`config.mk`:
```
export PLATFORM = sky130hd
export DESIGN_NAME = cooldown_task_schedule_length
export DESIGN_NICKNAME = d
export VERILOG_FILES = /design/src/rtl/ctsl_pkg.sv /design/src/rtl/ctsl_peak_scan.sv /design/src/rtl/cooldown_task_schedule_length.sv
export SDC_FILE = /design/constraint.sdc
export NUM_CORES = 1
export LEC_CHECK = 0
export BUFFER_PORTS_ARGS = -buffer_cell sky130_fd_sc_hd__buf_2
export CORE_ASPECT_RATIO = 2
export CORE_MARGIN = 4
export CORE_UTILIZATION = 40
export DETAILED_ROUTE_END_ITERATION = 12
export GPL_ROUTABILITY_DRIVEN = 0
export HOLD_SLACK_MARGIN = 0.12
export PLACE_DENSITY = 0.57
export SYNTH_ARGS = -nofsm -noshare
export SYNTH_HDL_FRONTEND = slang
export SYNTH_HIERARCHICAL = 1
export SYNTH_SLANG_ARGS = --single-unit
```
`constraint.sdc`:
```
create_clock -name clk_i -period 12.6 [get_ports clk_i]
set_input_delay 1.89 -clock clk_i [delete_from_list [all_inputs] [get_ports clk_i]]
set_output_delay 1.89 -clock clk_i [all_outputs]
set_load 0.05 [all_outputs]
```
`src/rtl/ctsl_pkg.sv`:
```
// Shared constants and types for the cooldown task schedule length block.
package ctsl_pkg;

  localparam int NumKinds   = 26;
  localparam int MaxTasks   = 4096;
  localparam int KindW      = 5;
  localparam int CntW       = 13;
  localparam int CycW       = 21;
  localparam int GapW       = 8;
  localparam int KidxW      = $clog2(NumKinds);

  localparam logic [CycW-1:0] CyclesMax = {CycW{1'b1}};

  typedef enum logic [4:0] {
    ST_LOAD  = 5'b00001,
    ST_CLEAR = 5'b00010,
    ST_SCAN  = 5'b00100,
    ST_MUL   = 5'b01000,
    ST_OUT   = 5'b10000
  } state_e;

endpackage

```
`src/rtl/ctsl_peak_scan.sv`:
```
// Peak count and peak multiplicity scan over the kind counters, one kind a cycle.
module ctsl_peak_scan (
  input  logic                          clk_i,
  input  logic                          rst_ni,
  input  logic                          start_i,
  input  logic                          step_i,
  input  logic [ctsl_pkg::CntW-1:0]     count_i,
  output logic [ctsl_pkg::CntW-1:0]     peak_o,
  output logic [ctsl_pkg::KindW+1:0]    at_peak_o
);

  logic [ctsl_pkg::CntW-1:0]  peak_q, peak_d;
  logic [ctsl_pkg::KindW+1:0] at_q, at_d;

  always_comb begin
    peak_d = peak_q;
    at_d   = at_q;
    if (start_i) begin
      peak_d = '0;
      at_d   = '0;
    end else if (step_i) begin
      if (count_i > peak_q) begin
        peak_d = count_i;
        at_d   = (ctsl_pkg::KindW+2)'(1);
      end else if (count_i == peak_q && peak_q != '0) begin
        at_d = at_q + (ctsl_pkg::KindW+2)'(1);
      end
    end
  end

  always_ff @(posedge clk_i or negedge rst_ni) begin
    if (!rst_ni) begin
      peak_q <= '0;
      at_q   <= '0;
    end else begin
      peak_q <= peak_d;
      at_q   <= at_d;
    end
  end

  assign peak_o    = peak_q;
  assign at_peak_o = at_q;

endmodule

```
`src/rtl/cooldown_task_schedule_length.sv`:
```
// Top level of the cooldown task schedule length block.
//
//  channel   | dir | fields (lsb first)                     | accept
//  s_axis_*  | in  | tdata[4:0] task_kind, tlast last_task  | tvalid & tready
//  m_axis_*  | out | tdata[20:0] total_cycles, tuser overflow | tvalid & tready
//  cfg_*     | in  | cfg_data_i[7:0] cooldown_gap           | cfg_valid_i & cfg_ready_o
//
// Each beat, the final one too, is counted in the cycle it is accepted. After
// a final beat the CLEAR state resets the scan, the SCAN state steps through
// the kind counters (one kind a cycle) and the MUL state forms the length,
// which the OUT state then holds valid. The input is ready again from the edge
// that takes the result beat. Counters are cleared during the scan (read then
// zeroed per kind).
// Reset clears the counters, totals, flags and the gap register. The input
// and the config channel are not ready while a schedule is worked out or a
// result is pending.
module cooldown_task_schedule_length (
  input  logic        clk_i,
  input  logic        rst_ni,
  input  logic        s_axis_tvalid,
  output logic        s_axis_tready,
  input  logic [7:0]  s_axis_tdata,   // [4:0] task_kind, zero fill above
  input  logic        s_axis_tlast,   // last_task
  output logic        m_axis_tvalid,
  input  logic        m_axis_tready,
  output logic [23:0] m_axis_tdata,   // [20:0] total_cycles, zero fill above
  output logic        m_axis_tuser,   // overflow
  input  logic        cfg_valid_i,
  output logic        cfg_ready_o,
  input  logic [7:0]  cfg_data_i      // cooldown_gap
);

  localparam int CntW  = ctsl_pkg::CntW;
  localparam int KidxW = ctsl_pkg::KidxW;

  ctsl_pkg::state_e state_q, state_d;

  logic [CntW-1:0]           counts_q [ctsl_pkg::NumKinds];
  logic [CntW:0]             total_q;
  logic                      drop_q;
  logic [ctsl_pkg::GapW-1:0] gap_q;
  logic [KidxW-1:0]          idx_q;
  logic [ctsl_pkg::CycW-1:0] res_q;
  logic                      ovf_q;

  logic                      in_acc;
  logic                      cfg_acc;
  logic [4:0]                kind;
  logic                      kind_ok;
  logic                      scan_step;
  logic [CntW-1:0]           peak;
  logic [CntW-1:0]           peak_m1;
  logic [ctsl_pkg::KindW+1:0] at_peak;
  logic [CntW-1:0]           cur_count;
  logic [CntW+ctsl_pkg::GapW:0] frame;
  logic [CntW+ctsl_pkg::GapW+1:0] frame_k;

  assign s_axis_tready = state_q == ctsl_pkg::ST_LOAD;
  assign in_acc        = s_axis_tvalid && s_axis_tready;
  assign kind          = s_axis_tdata[4:0];
  assign kind_ok       = kind < 5'(ctsl_pkg::NumKinds);
  // hold the gap steady while a schedule is worked out
  assign cfg_ready_o   = state_q == ctsl_pkg::ST_LOAD;
  assign cfg_acc       = cfg_valid_i && cfg_ready_o;
  assign scan_step     = state_q == ctsl_pkg::ST_SCAN;
  assign cur_count     = counts_q[idx_q];

  ctsl_peak_scan u_scan (
    .clk_i     (clk_i),
    .rst_ni    (rst_ni),
    .start_i   (state_q == ctsl_pkg::ST_CLEAR),
    .step_i    (scan_step),
    .count_i   (cur_count),
    .peak_o    (peak),
    .at_peak_o (at_peak)
  );

  // (peak - 1) * (gap + 1) + at_peak, compared to the total and saturated
  assign peak_m1 = peak - CntW'(1);
  assign frame   = {{(ctsl_pkg::GapW+1){1'b0}}, peak_m1} *
                   {{CntW{1'b0}}, ({1'b0, gap_q} + 9'd1)};
  assign frame_k = {1'b0, frame} + (CntW+ctsl_pkg::GapW+2)'(at_peak);

  always_comb begin
    state_d = state_q;
    case (state_q)
      ctsl_pkg::ST_LOAD:  if (in_acc && s_axis_tlast) state_d = ctsl_pkg::ST_CLEAR;
      ctsl_pkg::ST_CLEAR: state_d = ctsl_pkg::ST_SCAN;
      ctsl_pkg::ST_SCAN:
        if (idx_q == KidxW'(ctsl_pkg::NumKinds - 1)) state_d = ctsl_pkg::ST_MUL;
      ctsl_pkg::ST_MUL:   state_d = ctsl_pkg::ST_OUT;
      ctsl_pkg::ST_OUT:   if (m_axis_tready) state_d = ctsl_pkg::ST_LOAD;
      default:            state_d = ctsl_pkg::ST_LOAD;
    endcase
  end

  always_ff @(posedge clk_i or negedge rst_ni) begin
    if (!rst_ni) begin
      state_q <= ctsl_pkg::ST_LOAD;
      for (int i = 0; i < ctsl_pkg::NumKinds; i++) counts_q[i] <= '0;
      total_q <= '0;
      drop_q  <= 1'b0;
      gap_q   <= '0;
      idx_q   <= '0;
      ovf_q   <= 1'b0;
      res_q   <= '0;
    end else begin
      state_q <= state_d;
      if (cfg_acc) gap_q <= cfg_data_i;
      // count the beat; a final beat counts too before the scan
      if (in_acc && kind_ok) begin
        if (total_q < (CntW+1)'(ctsl_pkg::MaxTasks)) begin
          counts_q[kind[KidxW-1:0]] <= counts_q[kind[KidxW-1:0]] + CntW'(1);
          total_q <= total_q + (CntW+1)'(1);
        end else begin
          drop_q <= 1'b1;
        end
      end
      if (state_q == ctsl_pkg::ST_CLEAR) idx_q <= '0;
      if (scan_step) begin
        counts_q[idx_q] <= '0;   // drop each count once read
        idx_q <= idx_q + KidxW'(1);
      end
      if (state_q == ctsl_pkg::ST_MUL) begin
        if (total_q == '0) res_q <= '0;
        else if (frame_k < (CntW+ctsl_pkg::GapW+2)'(total_q)) res_q <= 21'(total_q);
        else if (frame_k > (CntW+ctsl_pkg::GapW+2)'(ctsl_pkg::CyclesMax))
          res_q <= ctsl_pkg::CyclesMax;
        else res_q <= 21'(frame_k);
        ovf_q   <= drop_q;
        total_q <= '0;
        drop_q  <= 1'b0;
      end
    end
  end

  assign m_axis_tvalid = state_q == ctsl_pkg::ST_OUT;
  assign m_axis_tdata  = {3'b000, res_q};
  assign m_axis_tuser  = ovf_q;

endmodule
```
==> run_results.csv <==
group,metric,value,unit
status,status,"finished, final reports clean",
final_layout,stdcell_count,3762,
synth,synth_top_cell_area_share,36.6,%
clock_tree,cts_resized,0,
clock_tree,cts_made_buffers,40,
clock_tree,clkSinkCount,413,
floorplanning,initial_core_util,40.4,%
sta,hold_viol,0,
synth,avgSynthCellArea,9.71,um^2
setup_path,cp_max_fo,8,
sta,fin_crit_sh,71.0,%
clock_tree,cts_root_buf,"clkbuf_16",
min_path,holdCritPathClass,"reg2reg",
clock_tree,cts_setup_buffers,0,
sta,whs,0.483,ns
clock_tree,clockBufferDepth,3,
sta,max_slew_margin,13.6,%
synth,synth_enable_flop_cells,0,
synth,yosysWarnings,6,
synth,ys_async_sr_fraction,100,%
sta,rsz0062_at_grt,"no",
detailed_routing,via_count,23200,
setup_path,cpPeakStageDelay,0.59,ns
detailed_routing,routedWlPerCell,28.7,um
global_routing,grt_pass1_wl,159,mm
global_routing,grt.total_usage,28.6,%
final_layout,nFillCells,6640,
sta,setup_viol,0,
setup_path,critPathCaptureType,"flip-flop",
floorplanning,chipWidth,196,um
synth,netlist_instances,2899,
clock_tree,cts_max_level,2,
sta,worst_pin_slew,1.28,ns
synth,synth-seq-cells,413,
synth,ys_top_cells_by_area,"dfrtp_1 (37%), mux4_2 (12%), nand2_1 (6.6%)",
setup_path,cp_num_buf_inv,1,
floorplanning,core,69800,um^2
sta,report.final.slew_viol_count,0,
detailed_routing,drt_iter0_drc,1990,
detailed_routing,antenna_left,0,
floorplanning,die_y,383,um
final_layout,drive_above_1_share,13.4,%
final_layout,nNetsFinal,3034,
global_routing,overflow,0,
sta,fin_skew,0.0175,ns
setup_path,timing.critical_path.arrival,9.36,ns
clock_tree,hold_buffers,0,
sta,setup_tns,0,ns
synth,synth_common_cells,"nand2_1 (497), dfrtp_1 (412), nor2_1 (367), a21oi_1 (226), mux4_2 (156)",
setup_path,cp_top_family,"adder cells",
global_routing,antenna_found_initial,3,
synth,netlist_area,28200,um^2
detailed_routing,drc,0,
place,dp.final_hpwl,77.5,mm
setup_path,worstSetupPathType,"reg2reg",
detailed_routing,routed_wirelength,108,mm
synth,synth.distinct_cells,82,
place,dp_cells,3689,
detailed_routing,viasPerCell,6.16,
place,portBuffers,43,
floorplanning,die_area,75000,um^2
synth,synth.yosys.seq_area_share,36.7,%
sta,period_minus_slack,8.94,ns
floorplanning,std_cell_rows,137,
setup_path,cpMostUsedCell,"fa_1",
synth,synthFlopType,"dfrtp_1",
synth,synthMostInstantiatedCell,"nand2_1",
floorplanning,pin_count,50,
final_layout,area_growth,7.33,%
setup_path,crit_required,13.02,ns
detailed_routing,drt_pass1_iterations,6,
run,cap_violations,0,
clock_tree,clock_latency,0.58,ns
clock_tree,cts.reportedPaths.clkPinSlew,0.07,ns
setup_path,critPathSlowestCell,"fa_1",
clock_tree,cts_tree,"yes",
synth,yosysTopAreaCell,"dfrtp_1",
global_routing,grt_max_degree,178,
global_routing,grt_pass1_vias,24100,
setup_path,crit_path_start_kind,"flip-flop",
sta,fmax,112,MHz
## metrics by stage
| stage | setup WS, ns | cell area, um^2 | utilization [%] |
|---|---|---|---|
| 2_1_floorplan | 5.03 | 28200 | - |
| 3_3_place_gp | 3.79 | 28900 | 41.4 |
| 3_5_place_dp | 3.70 | 28900 | 41.4 |
| 4_1_cts | 3.66 | 30200 | 43.3 |
| 5_1_grt | 3.04 | 30200 | 43.3 |
| 6_report | 3.66 | 30200 | 43.3 |
## worst min-delay path: cells and delay by family (launching register included)
family | cells | cell delay, ns
DFF | 1 | 0.35
and+or+nand+nor | 2 | 0.10
## routing by layer
layer,GRT usage [%],wire length (um),part of all wire [%],vias to the layer above
met5,0,0,0,-
met4,26.1,12900,12,0
met3,5.76,7700,7.1,411
met2,49.5,54400,50,1079
met1,28.4,33200,31,11600
li1,-,-,-,10100
## layout make-up
type,count,area [um^2],area share [%]
repair buffers,78,509,1.68
multi-input cells,2183,16500,54.5
diodes,3,7.51,0.0248
flip-flops and latches,413,10300,34.2
clock inverters,17,226,0.749
inverters,112,420,1.39
clock buffers,53,1110,3.67
well taps,903,1130,3.74
## path summary, 6_finish.rpt
path | from | end | slack, ns | depth (start not counted)
max in group asynchronous | rst_ni | idx_q[0] | 8.75 | 3
hold / removal | res_q[15] | res_q[15] | 0.48 | 2
setup reg to reg | u_scan/peak_o[3] | res_q[5] | 3.66 | 27
setup / recovery | u_scan/peak_o[3] | res_q[5] | 3.66 | 27
hold reg to reg | res_q[15] | res_q[15] | 0.48 | 2
min in group asynchronous | rst_ni | gap_q[2] | 1.33 | 1
## cells in the final DEF, fill, tap and decap left out, drive strengths merged, types with 7 or more instances in the layout
master and n:
xor2 26, nand2b 22, xnor2 38, nand2 498, and2 15, mux2 29, fa 82, nor2b 13
or2 19, nand3b 16, clkbuf 53, o221ai 23, ha 102, a22o 7, o21ai 81, or3 10
o211ai 12, and3 7, buf 78, a21oi 227, o211a 7, nor3 29, a21o 9, nand3 89
nand4 13, mux2i 58, inv 115, nor2 367, a22oi 17, a31oi 11, clkinv 10, a221oi 17
a211oi 112, nor3b 8, mux4 156, dfrtp 412, o22ai 8, nor4 9
## kinds of logic (layout without fill, tap and decap cells)
| logic type | count (synthesis) | in the layout | share of synthesized area, % |
|---|---|---|---|
| buf+inv | 305 | 260 | 4.98 |
| fa+ha+maj | 184 | 184 | 10.4 |
| other cells | 1 | 6 | 0.0133 |
| compound gates | 563 | 563 | 12.7 |
| flops | 413 | 413 | 36.7 |
| mux | 243 | 243 | 15.7 |
| xor+xnor | 64 | 64 | 2.18 |
| simple gates | 1126 | 1126 | 17.3 |
## sequential cells by signal, summed over array words and instances, names as in the netlist
signal and cells:
counts_q 338, res_q 21, total_q 14, u_scan/peak_o 13
gap_q 8, u_scan/at_peak_o 7, idx_q 5, state_q 5
drop_q 1, m_axis_tuser 1
Power is left out: the tool's default activity adds up to more than one toggle a clock period on the data nets, which glitch-free logic cannot reach.
